$ cat config.mk
export PLATFORM = sky130hd
export DESIGN_NAME = fsse_ctrl
export DESIGN_NICKNAME = d
export VERILOG_FILES = /design/src/rtl/fsse_pkg.sv /design/src/rtl/fsse_ctrl.sv
export SDC_FILE = /design/constraint.sdc
export NUM_CORES = 1
export LEC_CHECK = 0
export BUFFER_PORTS_ARGS = -buffer_cell sky130_fd_sc_hd__buf_4
export CORE_UTILIZATION = 46
export CTS_BUF_LIST = sky130_fd_sc_hd__clkbuf_8
export CTS_CLUSTER_SIZE = 40
export DETAILED_ROUTE_END_ITERATION = 12
export GPL_ROUTABILITY_DRIVEN = 0
export PLACE_DENSITY = 0.76
export RECOVER_POWER = 25
export SYNTH_ARGS = -nofsm -noshare
export SYNTH_HDL_FRONTEND = slang
export SYNTH_SLANG_ARGS = --single-unit
$ cat constraint.sdc
create_clock -name clk -period 1.38 [get_ports clk]
set_input_delay 0 -clock clk [delete_from_list [all_inputs] [get_ports clk]]
set_output_delay 0 -clock clk [all_outputs]
set_load 0.005 [all_outputs]
$ cat src/rtl/fsse_pkg.sv
// Shared types, codes and constants of the formant speech sample engine.
// Used by the controller, the datapath, the top level and the port checker.
`default_nettype none
package fsse_pkg;

	localparam int WAVE_DEPTH     = 1024;
	localparam int WAVE_AW        = $clog2(WAVE_DEPTH);
	localparam int PHASE_W        = 26;
	localparam int NUM_RES        = 7;
	localparam int RES_AW         = $clog2(NUM_RES);
	localparam int FIELDS_PER_RES = 6;

	// Opcodes carried in the low bits of the input tuser.
	localparam logic [1:0] OPC_SAMPLE = 2'd0;
	localparam logic [1:0] OPC_PARAM  = 2'd1;
	localparam logic [1:0] OPC_TABLE  = 2'd2;

	// Table selectors.
	localparam logic [1:0] TSEL_WAVE_A = 2'd0;
	localparam logic [1:0] TSEL_WAVE_B = 2'd1;
	localparam logic [1:0] TSEL_CURVE  = 2'd2;

	// Parameter word numbers of the scalar state.
	localparam logic [5:0] PW_PHASE_ACC = 6'd0;
	localparam logic [5:0] PW_PHASE_INC = 6'd1;
	localparam logic [5:0] PW_GAIN_A    = 6'd2;
	localparam logic [5:0] PW_GAIN_B    = 6'd3;
	localparam logic [5:0] PW_VOICE_LVL = 6'd4;
	localparam logic [5:0] PW_VOICE_SLP = 6'd5;
	localparam logic [5:0] PW_ASP_NEG   = 6'd6;
	localparam logic [5:0] PW_ASP_POS   = 6'd7;
	localparam logic [5:0] PW_FRIC_NEG  = 6'd8;
	localparam logic [5:0] PW_FRIC_POS  = 6'd9;
	localparam logic [5:0] PW_SHAPE     = 6'd10;
	localparam logic [5:0] PW_LAST      = 6'd11;
	localparam int         PW_RES_BASE  = 12;

	// Resonator numbers that change the control flow or the coefficient sweep of the sequence.
	localparam logic [RES_AW-1:0] RES_SOURCE = 3'd0;
	localparam logic [RES_AW-1:0] RES_F1     = 3'd2;
	localparam logic [RES_AW-1:0] RES_F3     = 3'd3;
	localparam logic [RES_AW-1:0] RES_F2     = 3'd5;
	localparam logic [RES_AW-1:0] RES_FRIC   = 3'd6;

	localparam logic [7:0] CURVE_OFFSET = 8'd128;

	typedef enum logic [2:0] {
		RF_HIST1,
		RF_HIST2,
		RF_A_LVL,
		RF_A_SLP,
		RF_B_LVL,
		RF_B_SLP
	} res_field_t;

	typedef struct packed {
		logic              hit;
		logic [RES_AW-1:0] k;
		res_field_t        f;
	} res_sel_t;

	typedef enum logic [4:0] {
		DP_NONE,
		DP_PHASE,
		DP_MUL_A,
		DP_MUL_B,
		DP_SRC,
		DP_VOICE,
		DP_VOICED,
		DP_RES_B,
		DP_RES_A,
		DP_RES_OUT,
		DP_ASP_MUL,
		DP_ASP_ADD,
		DP_NB_IN,
		DP_SHAPE_MUL,
		DP_NOISE,
		DP_FRIC_MUL,
		DP_MIX
	} dp_op_t;

	typedef enum logic [4:0] {
		ST_IDLE,
		ST_PHASE,
		ST_MUL_A,
		ST_MUL_B,
		ST_SRC,
		ST_VOICE,
		ST_VOICED,
		ST_RES_B,
		ST_RES_A,
		ST_RES_OUT,
		ST_ASP_MUL,
		ST_ASP_ADD,
		ST_NB_IN,
		ST_SHAPE_MUL,
		ST_NOISE,
		ST_FRIC_MUL,
		ST_MIX,
		ST_EMIT
	} state_t;

	typedef struct packed {
		logic              wr_param;
		logic              wr_table;
		logic              latch;
		dp_op_t            op;
		logic [RES_AW-1:0] res_k;
		logic              res_step;
		logic              load_out;
	} dp_cmd_t;

	// Maps a parameter word number onto a resonator and one of its fields.
	function automatic res_sel_t res_decode(input logic [5:0] idx);
		res_sel_t   r;
		logic [5:0] base;
		logic [5:0] off;
		r.hit = 1'b0;
		r.k   = '0;
		r.f   = RF_HIST1;
		for (int k = 0; k < NUM_RES; k++) begin
			base = 6'(PW_RES_BASE + FIELDS_PER_RES * k);
			off  = idx - base;
			if (idx >= base && off < 6'(FIELDS_PER_RES)) begin
				r.hit = 1'b1;
				r.k   = RES_AW'(k);
				r.f   = res_field_t'(off[2:0]);
			end
		end
		return r;
	endfunction

	// Source, F1, F3 and F2 sweep their coefficients every sample.
	function automatic logic res_steps(input logic [RES_AW-1:0] k);
		return (k == RES_SOURCE) || (k == RES_F1) || (k == RES_F3) || (k == RES_F2);
	endfunction

endpackage
`default_nettype wire

$ cat src/rtl/fsse_ctrl.sv
// Sequencer of the formant speech sample engine: walks one sample through
// the shared multiplier datapath. Depends on fsse_pkg.
`default_nettype none
module fsse_ctrl (
	input  wire logic                              clk,
	input  wire logic                              arst_n,
	input  wire logic                              s_tvalid,
	input  wire logic [1:0]                        s_opcode,
	output logic                                   s_tready,
	output logic                                   m_tvalid,
	input  wire logic                              m_tready,
	output fsse_pkg::dp_cmd_t                      cmd
);

	fsse_pkg::state_t                state_q, state_nxt;
	logic [fsse_pkg::RES_AW-1:0]     res_q;
	logic                            out_valid_q;
	logic                            accept;
	logic                            emit_fire;

	assign s_tready  = (state_q == fsse_pkg::ST_IDLE);
	assign accept    = s_tvalid && s_tready;
	assign emit_fire = (state_q == fsse_pkg::ST_EMIT) && (!out_valid_q || m_tready);
	assign m_tvalid  = out_valid_q;

	always_comb begin
		state_nxt = state_q;
		unique case (state_q)
			fsse_pkg::ST_IDLE: begin
				if (accept && s_opcode == fsse_pkg::OPC_SAMPLE) state_nxt = fsse_pkg::ST_PHASE;
			end
			fsse_pkg::ST_PHASE:     state_nxt = fsse_pkg::ST_MUL_A;
			fsse_pkg::ST_MUL_A:     state_nxt = fsse_pkg::ST_MUL_B;
			fsse_pkg::ST_MUL_B:     state_nxt = fsse_pkg::ST_SRC;
			fsse_pkg::ST_SRC:       state_nxt = fsse_pkg::ST_VOICE;
			fsse_pkg::ST_VOICE:     state_nxt = fsse_pkg::ST_VOICED;
			fsse_pkg::ST_VOICED:    state_nxt = fsse_pkg::ST_RES_B;
			fsse_pkg::ST_RES_B:     state_nxt = fsse_pkg::ST_RES_A;
			fsse_pkg::ST_RES_A:     state_nxt = fsse_pkg::ST_RES_OUT;
			fsse_pkg::ST_RES_OUT: begin
				priority if (res_q == fsse_pkg::RES_SOURCE) state_nxt = fsse_pkg::ST_ASP_MUL;
				else if (res_q == fsse_pkg::RES_F2)        state_nxt = fsse_pkg::ST_NB_IN;
				else if (res_q == fsse_pkg::RES_FRIC)      state_nxt = fsse_pkg::ST_SHAPE_MUL;
				else                                       state_nxt = fsse_pkg::ST_RES_B;
			end
			fsse_pkg::ST_ASP_MUL:   state_nxt = fsse_pkg::ST_ASP_ADD;
			fsse_pkg::ST_ASP_ADD:   state_nxt = fsse_pkg::ST_RES_B;
			fsse_pkg::ST_NB_IN:     state_nxt = fsse_pkg::ST_RES_B;
			fsse_pkg::ST_SHAPE_MUL: state_nxt = fsse_pkg::ST_NOISE;
			fsse_pkg::ST_NOISE:     state_nxt = fsse_pkg::ST_FRIC_MUL;
			fsse_pkg::ST_FRIC_MUL:  state_nxt = fsse_pkg::ST_MIX;
			fsse_pkg::ST_MIX:       state_nxt = fsse_pkg::ST_EMIT;
			fsse_pkg::ST_EMIT: begin
				if (emit_fire) state_nxt = fsse_pkg::ST_IDLE;
			end
			default:                state_nxt = fsse_pkg::ST_IDLE;
		endcase
	end

	always_comb begin
		cmd          = '0;
		cmd.op       = fsse_pkg::DP_NONE;
		cmd.wr_param = accept && (s_opcode == fsse_pkg::OPC_PARAM);
		cmd.wr_table = accept && (s_opcode == fsse_pkg::OPC_TABLE);
		cmd.latch    = accept && (s_opcode == fsse_pkg::OPC_SAMPLE);
		cmd.res_k    = res_q;
		cmd.res_step = fsse_pkg::res_steps(res_q);
		cmd.load_out = emit_fire;
		unique case (state_q)
			fsse_pkg::ST_PHASE:     cmd.op = fsse_pkg::DP_PHASE;
			fsse_pkg::ST_MUL_A:     cmd.op = fsse_pkg::DP_MUL_A;
			fsse_pkg::ST_MUL_B:     cmd.op = fsse_pkg::DP_MUL_B;
			fsse_pkg::ST_SRC:       cmd.op = fsse_pkg::DP_SRC;
			fsse_pkg::ST_VOICE:     cmd.op = fsse_pkg::DP_VOICE;
			fsse_pkg::ST_VOICED:    cmd.op = fsse_pkg::DP_VOICED;
			fsse_pkg::ST_RES_B:     cmd.op = fsse_pkg::DP_RES_B;
			fsse_pkg::ST_RES_A:     cmd.op = fsse_pkg::DP_RES_A;
			fsse_pkg::ST_RES_OUT:   cmd.op = fsse_pkg::DP_RES_OUT;
			fsse_pkg::ST_ASP_MUL:   cmd.op = fsse_pkg::DP_ASP_MUL;
			fsse_pkg::ST_ASP_ADD:   cmd.op = fsse_pkg::DP_ASP_ADD;
			fsse_pkg::ST_NB_IN:     cmd.op = fsse_pkg::DP_NB_IN;
			fsse_pkg::ST_SHAPE_MUL: cmd.op = fsse_pkg::DP_SHAPE_MUL;
			fsse_pkg::ST_NOISE:     cmd.op = fsse_pkg::DP_NOISE;
			fsse_pkg::ST_FRIC_MUL:  cmd.op = fsse_pkg::DP_FRIC_MUL;
			fsse_pkg::ST_MIX:       cmd.op = fsse_pkg::DP_MIX;
			default:                cmd.op = fsse_pkg::DP_NONE;
		endcase
	end

	always_ff @(posedge clk or negedge arst_n) begin
		if (!arst_n) begin
			state_q     <= fsse_pkg::ST_IDLE;
			res_q       <= '0;
			out_valid_q <= 1'b0;
		end else begin
			state_q <= state_nxt;
			if (state_q == fsse_pkg::ST_VOICED) res_q <= fsse_pkg::RES_SOURCE;
			else if (state_q == fsse_pkg::ST_RES_OUT) res_q <= res_q + 1'b1;
			if (emit_fire) out_valid_q <= 1'b1;
			else if (m_tready) out_valid_q <= 1'b0;
		end
	end

endmodule
`default_nettype wire

Word level (Yosys, flattened, before mapping)
Memories as Yosys holds them, arrays and structs flattened.
Cells that the tools add are included.
{"block": "word_totals", "mem_bits_ro": 160, "wordCells": 57, "regBits": 9, "n_memories": 1, "in_bits": 6}
{"block": "op_classes", "n_eq_ne": 25, "reduce_logical": 17, "addsub": 1, "mux": 10}
{"memory": "(name not given)", "words": 32, "width": 5, "read_ports": 1, "rd_clocked_by_memory_dff": 0, "write_ports": 0, "line_no": "fsse_ctrl.sv:69", "text": "unique case (state_q)"}
{"cell": "$pmux W5 S16", "n": 1}
{"cell": "$eq A5 B4 Y1 const B", "n": 8}
{"cell": "$eq A5 B3 Y1 const B", "n": 4}
{"cell": "$mux W4", "n": 3}
{"cell": "$eq A5 B2 Y1 const B", "n": 2}
{"cell": "$eq A5 B5 Y1 const B", "n": 2}
{"cell": "$mux W5", "n": 2}
{"cell": "$eq A3 B2 Y1 const B", "n": 2}
{"cell": "$eq A3 B3 Y1 const B", "n": 2}
{"cell": "$mux W3", "n": 2}
{"cell": "$eq A5 B1 Y1 const B", "n": 1}
{"cell": "$logic_and A1 B1 Y1", "n": 5}
{"cell": "$logic_not A5 Y1", "n": 1}
{"cell": "$logic_or A1 B1 Y1", "n": 4}
{"cell": "$reduce_bool A2 Y1", "n": 2}
{"cell": "$add A3 B1 Y3 const B", "n": 1}
{"cell": "$logic_not A3 Y1", "n": 1}
{"cell": "$reduce_or A3 Y1", "n": 1}
{"cell": "$eq A2 B1 Y1 const B", "n": 1}
{"cell": "$eq A2 B2 Y1 const B", "n": 1}
{"cell": "$logic_not A2 Y1", "n": 1}
{"cell": "$mux W1", "n": 2}
{"cell": "$ne A2 B1 Y1 const B", "n": 1}
{"cell": "$ne A2 B2 Y1 const B", "n": 1}
{"cell": "2 further kinds", "n": 2}

Longest topological paths before layout
Gate-level depths: netlist of the first run.
{"block": "depth", "word_depth": 5, "mapped_depth": 6, "ltp_nobuf": 6}

Worst setup path before layout of the first run
Ideal clock, no wire load.
{"block": "synth_path", "path_type": "reg2reg", "start": "register state_q[0]", "end": "register res_q[2] in the netlist's numbering", "setup_slack_ps": -128, "required_ps": 1307, "t_arrival_ps": 1435, "n_path_buf": 2, "path_stages_with_launch": 7, "period_less_slack_ps": 1508, "path_cell_list": "dfrtp_1 > buf_6 > inv_4 > or4_1 > buf_2 > or2_0 > a21oi_2"}
{"block": "synth_via", "elab_chain_cells": 2, "elab_cells_between_ends": 4, "cone_classes": "2 x eq/ne; 1 x mux; 1 x reduce/logical"}
{"item": "start, declared", "line_no": "fsse_ctrl.sv:15", "text": "fsse_pkg::state_t state_q, state_nxt;"}
{"item": "start signal, assigned", "line_no": "fsse_ctrl.sv:92", "text": "state_q <= fsse_pkg::ST_IDLE;"}
{"item": "start signal, assigned", "line_no": "fsse_ctrl.sv:96", "text": "state_q <= state_nxt;"}
{"item": "$eq A5 B3 Y1 or $eq A5 B4 Y1 (tied branches)", "line_no": "fsse_ctrl.sv:97, fsse_ctrl.sv:98"}
{"item": "$mux W3 or $reduce_bool A2 Y1 (tied branches)"}
{"item": "end signal, assigned", "line_no": "fsse_ctrl.sv:97", "text": "if (state_q == fsse_pkg::ST_VOICED) res_q <= fsse_pkg::RES_SOURCE;"}
{"item": "end signal, assigned", "line_no": "fsse_ctrl.sv:98", "text": "else if (state_q == fsse_pkg::ST_RES_OUT) res_q <= res_q + 1'b1;"}
{"item": "end, declared", "line_no": "fsse_ctrl.sv:16", "text": "logic [fsse_pkg::RES_AW-1:0] res_q;"}
Several ways; a longest one is shown, not always the timed one.
A chain may end at the register's enable or synchronous reset.

==> out/qor.csv, run 1 <==
metric,value,unit
num ports,21,
initial antenna violation count,0,
crit path kind,register to output port,
die width,40.4,um
Layout Skew,0.00197,ns
hold path cells,3,
final core occ,83.3,%
Fin. Hold Viols,0,
Core Box Area,1330,um2
Max Cap Violations,0,
capturing point of the worst reg2reg path,res_q[2],
CTS sink cnt,9,
Routed WL,2220,um
die height,40.4,um
post-synthesis instance area,678,um2
Worst Max-Slew Pin Slew,0.524,ns
"Avg Cell Area, Syn",8.37,um2
clk_lat worst skew,0.24,ns
endpoints failing setup,10,
DR iter-0 viols,29,
Period minus WS final,1.63,ns
post-DR wirelength/cell,16.5,um
synthesized flop and latch total,9,
CTS tree,built,
Worst VDD drop,0.00112,V
placed cell count,122,
Final ANT Viol Nets,0,
"commonest cells after routing, fill and taps aside","buf_4, nor2_1, dfrtp_1",
cell count after synthesis,81,
fin. max-slew vios,0,
I/O Buffers,20,
ratio of final minimum period to clock period,118,%
vias in the first global route,635,
number of fill cells in the layout,72,
Bufs on Longest Clock Path,2,
"reg-to-reg slack, setup",-0.17,ns
vias per cell,5.70,
"Net Count, Synth",92,
reg2reg start,state_q[1],
setup TNS,-1.45,ns
Final Instance Count excl. Fillers,134,
Yosys cell types,36,
reg2reg path depth,4,
Hold Startpoint,m_tready,
run status,"finished, violations left",
"most common cell after layout, fill and taps aside",buf_4,
area added between synthesis and finish,63.8,%
Pre-Repair DR Iteration Count,4,
overall routing resource usage,26.4,%
required time worst endpoint,1.38,ns
yosys synthesis warning count,0,
Relative slew margins,65.1,%
CTS clock-pin slew for the worst setup and hold paths,0.05,ns
RSZ-0062 raised after global routing,yes,
pre-CTS setup slack,-0.0959,ns
share of layout cells above drive strength 1,50.4,%
Layout Nets,131,
worst-path maximum fanout,4,
largest net degree at the start of global routing,12,
die area,1630,um2
hold endpoint,m_tvalid,
PwrDens,1840,nW/um2
CTS H-Tree Depth,1,
arrival time at the worst endpoint,1.63,ns
GRT Residual Overflow,0,
drt drc,0,
Leakage,0.537,nW
CP Launch Type,register,
Root Buffer,clkbuf_8,
Max Freq,614,MHz
antenna cell count,0,
row count,13,
"Seq/Total Area, Yosys",33.2,%
vias,764,
failing checks,setup timing,
Initial Util,50.8,%
cts bufs inserted,3,
HPWL Detailed,1220,um
Hold Path Class,input pin to register,
endpoint class of the critical path,output port,
first-pass GRT wire length,2780,um
PnR worst setup slack,-0.248,ns
[critical path, stage by stage (launching register included)]
cell and delay, ns:
dfrtp_1 0.40, or3_4 0.42, nor3_4 0.23, nor3b_2 0.20, buf_4 0.13
[state kept, by name, indices dropped and copies added, names as in the netlist]
register / flops
m_tvalid: 1
state_q: 5
res_q: 3
[area by class of cell]
cell class | count | area, um2 | area share [%]
clock buffers | 3 | 41.3 | 3.72
clock inverters | 1 | 3.75 | 0.338
inverters | 6 | 25.0 | 2.25
multi-input cells | 60 | 483 | 43.5
flip-flops and latches | 9 | 225 | 20.3
well taps | 15 | 18.8 | 1.69
repair buffers | 40 | 314 | 28.3
[what timing repair did]
item	in CTS	in global routing
endpoints found under the setup margin	13	14
gates resized for setup	15	10
hold buffers	1	0
endpoints found under the hold margin	9	0
pin swaps	4	8
buffers inserted	1	6
[metrics by stage]
step	hold slack, ns	power, mW	instance area, um2
floorplan	-0.296	0.945	678
finish	0.0753	2.04	1110
global route	0.0832	2.14	1110
global placement	-0.168	1.34	901
detailed placement	-0.168	1.36	901
CTS	0.0760	1.79	1020
[synthesized netlist by cell type]
cell,n,area [um2]
o21ba_1,1,10.0
a21oi_2,1,8.76
nor3b_1,1,7.51
buf_2,2,10.0
mux2i_1,1,10.0
dfrtp_1,9,225
nand3_1,2,10.0
buf_4,1,7.51
or3_1,2,12.5
o311ai_0,1,8.76
nor2b_1,2,12.5
nor3_2,1,10.0
o22ai_1,1,6.26
o211ai_1,1,7.51
nor3_1,2,10.0
nand2_1,5,18.8
or2_2,1,6.26
xnor2_1,1,8.76
a311oi_1,1,8.76
or4_1,1,7.51
and3b_1,1,8.76
o21ai_1,1,5.00
inv_1,5,18.8
clkbuf_1,2,7.51
ha_1,5,62.6
nand2b_1,5,31.3
a31oi_1,1,6.26
and4b_1,2,20.0
a21oi_1,4,20.0
or2_0,1,6.26
inv_4,1,6.26
o21bai_1,1,7.51
nor2_1,10,37.5
o21ai_0,2,10.0
and3_1,2,12.5
buf_6,1,11.3
[worst max-delay path by stage]
stage,slack [ns],depth (start not counted),from,endpoint
4_1_cts,-0.17,4,state_q[1],cmd[12]
6_report,-0.25,4,state_q[2],cmd[10]
3_5_place_dp,-0.1,4,state_q[0],res_q[2]
2_1_floorplan,-0.13,6,state_q[0],res_q[2]
5_1_grt,-0.29,4,state_q[2],cmd[12]
3_3_place_gp,-0.08,4,state_q[0],res_q[2]
[logic make-up after synthesis]
| family | Yosys count | share of synthesized area (%) |
|---|---|---|
| simple gates | 38 | 31.2 |
| flops | 9 | 33.2 |
| fa+ha+maj | 5 | 9.23 |
| xor+xnor | 1 | 1.29 |
| mux | 1 | 1.48 |
| buf+inv | 12 | 9.04 |
| compound gates | 15 | 14.6 |
[layer usage]
layer / global-route usage, % / vias to the layer above / share of wire, %
met1: 31.9 / 377 / 42
met4: 11.7 / 0 / 2.2
met2: 44.8 / 29 / 50
met5: 0 / - / 0
li1: - / 351 / -
met3: 5.00 / 7 / 6.0
[power breakdown]
group	switching [mW]	leakage (nW)	total (mW)	internal (mW)
sequential	0.0740	0.116	0.419	0.345
clock	0.125	0.0269	0.320	0.196
combinational	0.636	0.394	1.30	0.668
Note: power is estimated with default switching activity, not from simulation.
==> run 2, diff against run 1 <==
CORE_AREA = 2 2 39 41   (was default)
CORE_UTILIZATION = default   (was 46)
DIE_AREA = 0 0 41 43   (was default)
PLACE_DENSITY = 0.79   (was 0.76)
clock period = 2.1 ns   (was 1.38 ns; I/O delays follow)
==> out/qor.csv, run 2 (same netlist as run 1, synthesis figures left out) <==
metric,value,unit
run status,finished clean,
worst-path maximum fanout,12,
required time worst endpoint,2.10,ns
initial antenna violation count,0,
"commonest cells after routing, fill and taps aside","buf_4, nor2_1, dfrtp_1",
Final Instance Count excl. Fillers,116,
die width,41,um
Hold Path Class,input pin to register,
Pre-Repair DR Iteration Count,4,
Worst VDD drop,0.000605,V
number of fill cells in the layout,124,
Relative slew margins,66.8,%
drt drc,0,
GR Util met3,7.85,%
met1 Use GR,25.5,%
"reg-to-reg slack, setup",0.42,ns
GRT Residual Overflow,0,
num ports,21,
vias in the first global route,558,
Min Hold Slack,0.0930,ns
placed cell count,111,
arrival time at the worst endpoint,1.74,ns
Initial Util,49.0,%
vias,626,
Root Buffer,clkbuf_8,
Reg with most FFs,state_q,
PnR worst setup slack,0.364,ns
met2 Usage GRT,28.4,%
Max Cap Violations,0,
vias per cell,5.40,
CP Launch Type,register,
post-DR wirelength/cell,12.4,um
final core occ,62.4,%
endpoints failing setup,0,
first-pass GRT wire length,2350,um
setup TNS,0,ns
antenna cell count,0,
Core Box Area,1380,um2
CTS sink cnt,9,
area added between synthesis and finish,27.3,%
CTS clock-pin slew for the worst setup and hold paths,0.05,ns
cts bufs inserted,3,
Final ANT Viol Nets,0,
Layout Nets,112,
Max Freq,576,MHz
endpoint class of the critical path,output port,
DR iter-0 viols,15,
I/O Buffers,20,
Routed WL,1430,um
"most common cell after layout, fill and taps aside",buf_4,
Fin. Hold Viols,0,
die area,1760,um2
CTS H-Tree Depth,1,
crit path kind,register to output port,
fin. max-slew vios,0,
Leakage,0.434,nW
CTS tree,built,
PwrDens,1130,nW/um2
share of layout cells above drive strength 1,26.0,%
die height,43,um
max reg flops,5,
largest net degree at the start of global routing,13,
Layout Skew,0.0108,ns
GR peak layer,met2,
Bufs on Longest Clock Path,2,
HPWL Detailed,1100,um
overall routing resource usage,19.8,%
Period minus WS final,1.74,ns
clk_lat worst skew,0.24,ns
pre-CTS setup slack,0.434,ns
Worst Max-Slew Pin Slew,0.498,ns
RSZ-0062 raised after global routing,no,
row count,14,
ratio of final minimum period to clock period,82.7,%
[run 2: what timing repair did]
item	4_1_cts	5_1_grt
gates resized for setup	0	0
buffers inserted	0	0
hold buffers	1	0
endpoints found under the hold margin	9	0
[run 2: power breakdown]
group,internal (mW),switching (mW),leakage [nW]
clock network,0.127,0.0703,0.0269
logic,0.229,0.205,0.290
registers,0.226,0.118,0.116
[run 2: critical path, cell delays in order (launching register included)]
cell and delay, ns:
dfrtp_1 0.48, or3_1 0.44, nor3_2 0.22, nor3b_1 0.22, buf_4 0.14
[run 2: path summary, 6_finish.rpt]
kind,end,depth (start not counted),start
min in group asynchronous,state_q[0],2,arst_n
setup reg to reg,res_q[2],4,state_q[0]
max in group asynchronous,res_q[1],2,arst_n
setup / recovery,cmd[10],4,state_q[1]
hold reg to reg,res_q[1],2,res_q[1]
hold / removal,m_tvalid,3,m_tready
[run 2: cell type report]
| cell class | count | area (um2) | share of cell area [%] |
|---|---|---|---|
| Tap cell | 16 | 20.0 | 2.32 |
| Inverter | 6 | 25.0 | 2.90 |
| Sequential cell | 9 | 225 | 26.1 |
| Multi-Input combinational cell | 60 | 392 | 45.4 |
| Clock buffer | 3 | 41.3 | 4.78 |
| Clock inverter | 1 | 3.75 | 0.435 |
| Timing Repair Buffer | 21 | 156 | 18.1 |
[run 2: stage by stage]
step | total power [mW] | instance area [um2]
after floorplan | 0.621 | 678
after detailed placement | 0.774 | 812
after global placement | 0.767 | 812
final | 0.976 | 863
after CTS | 0.980 | 867
after global routing | 1.06 | 863
[run 2: routing by layer]
layer  vias to the layer above  routed length (um)
li1                        312                   -
met1                       293                 618
met2                        19                 718
met3                         2                  85
met4                         0                  12
met5                         -                   0
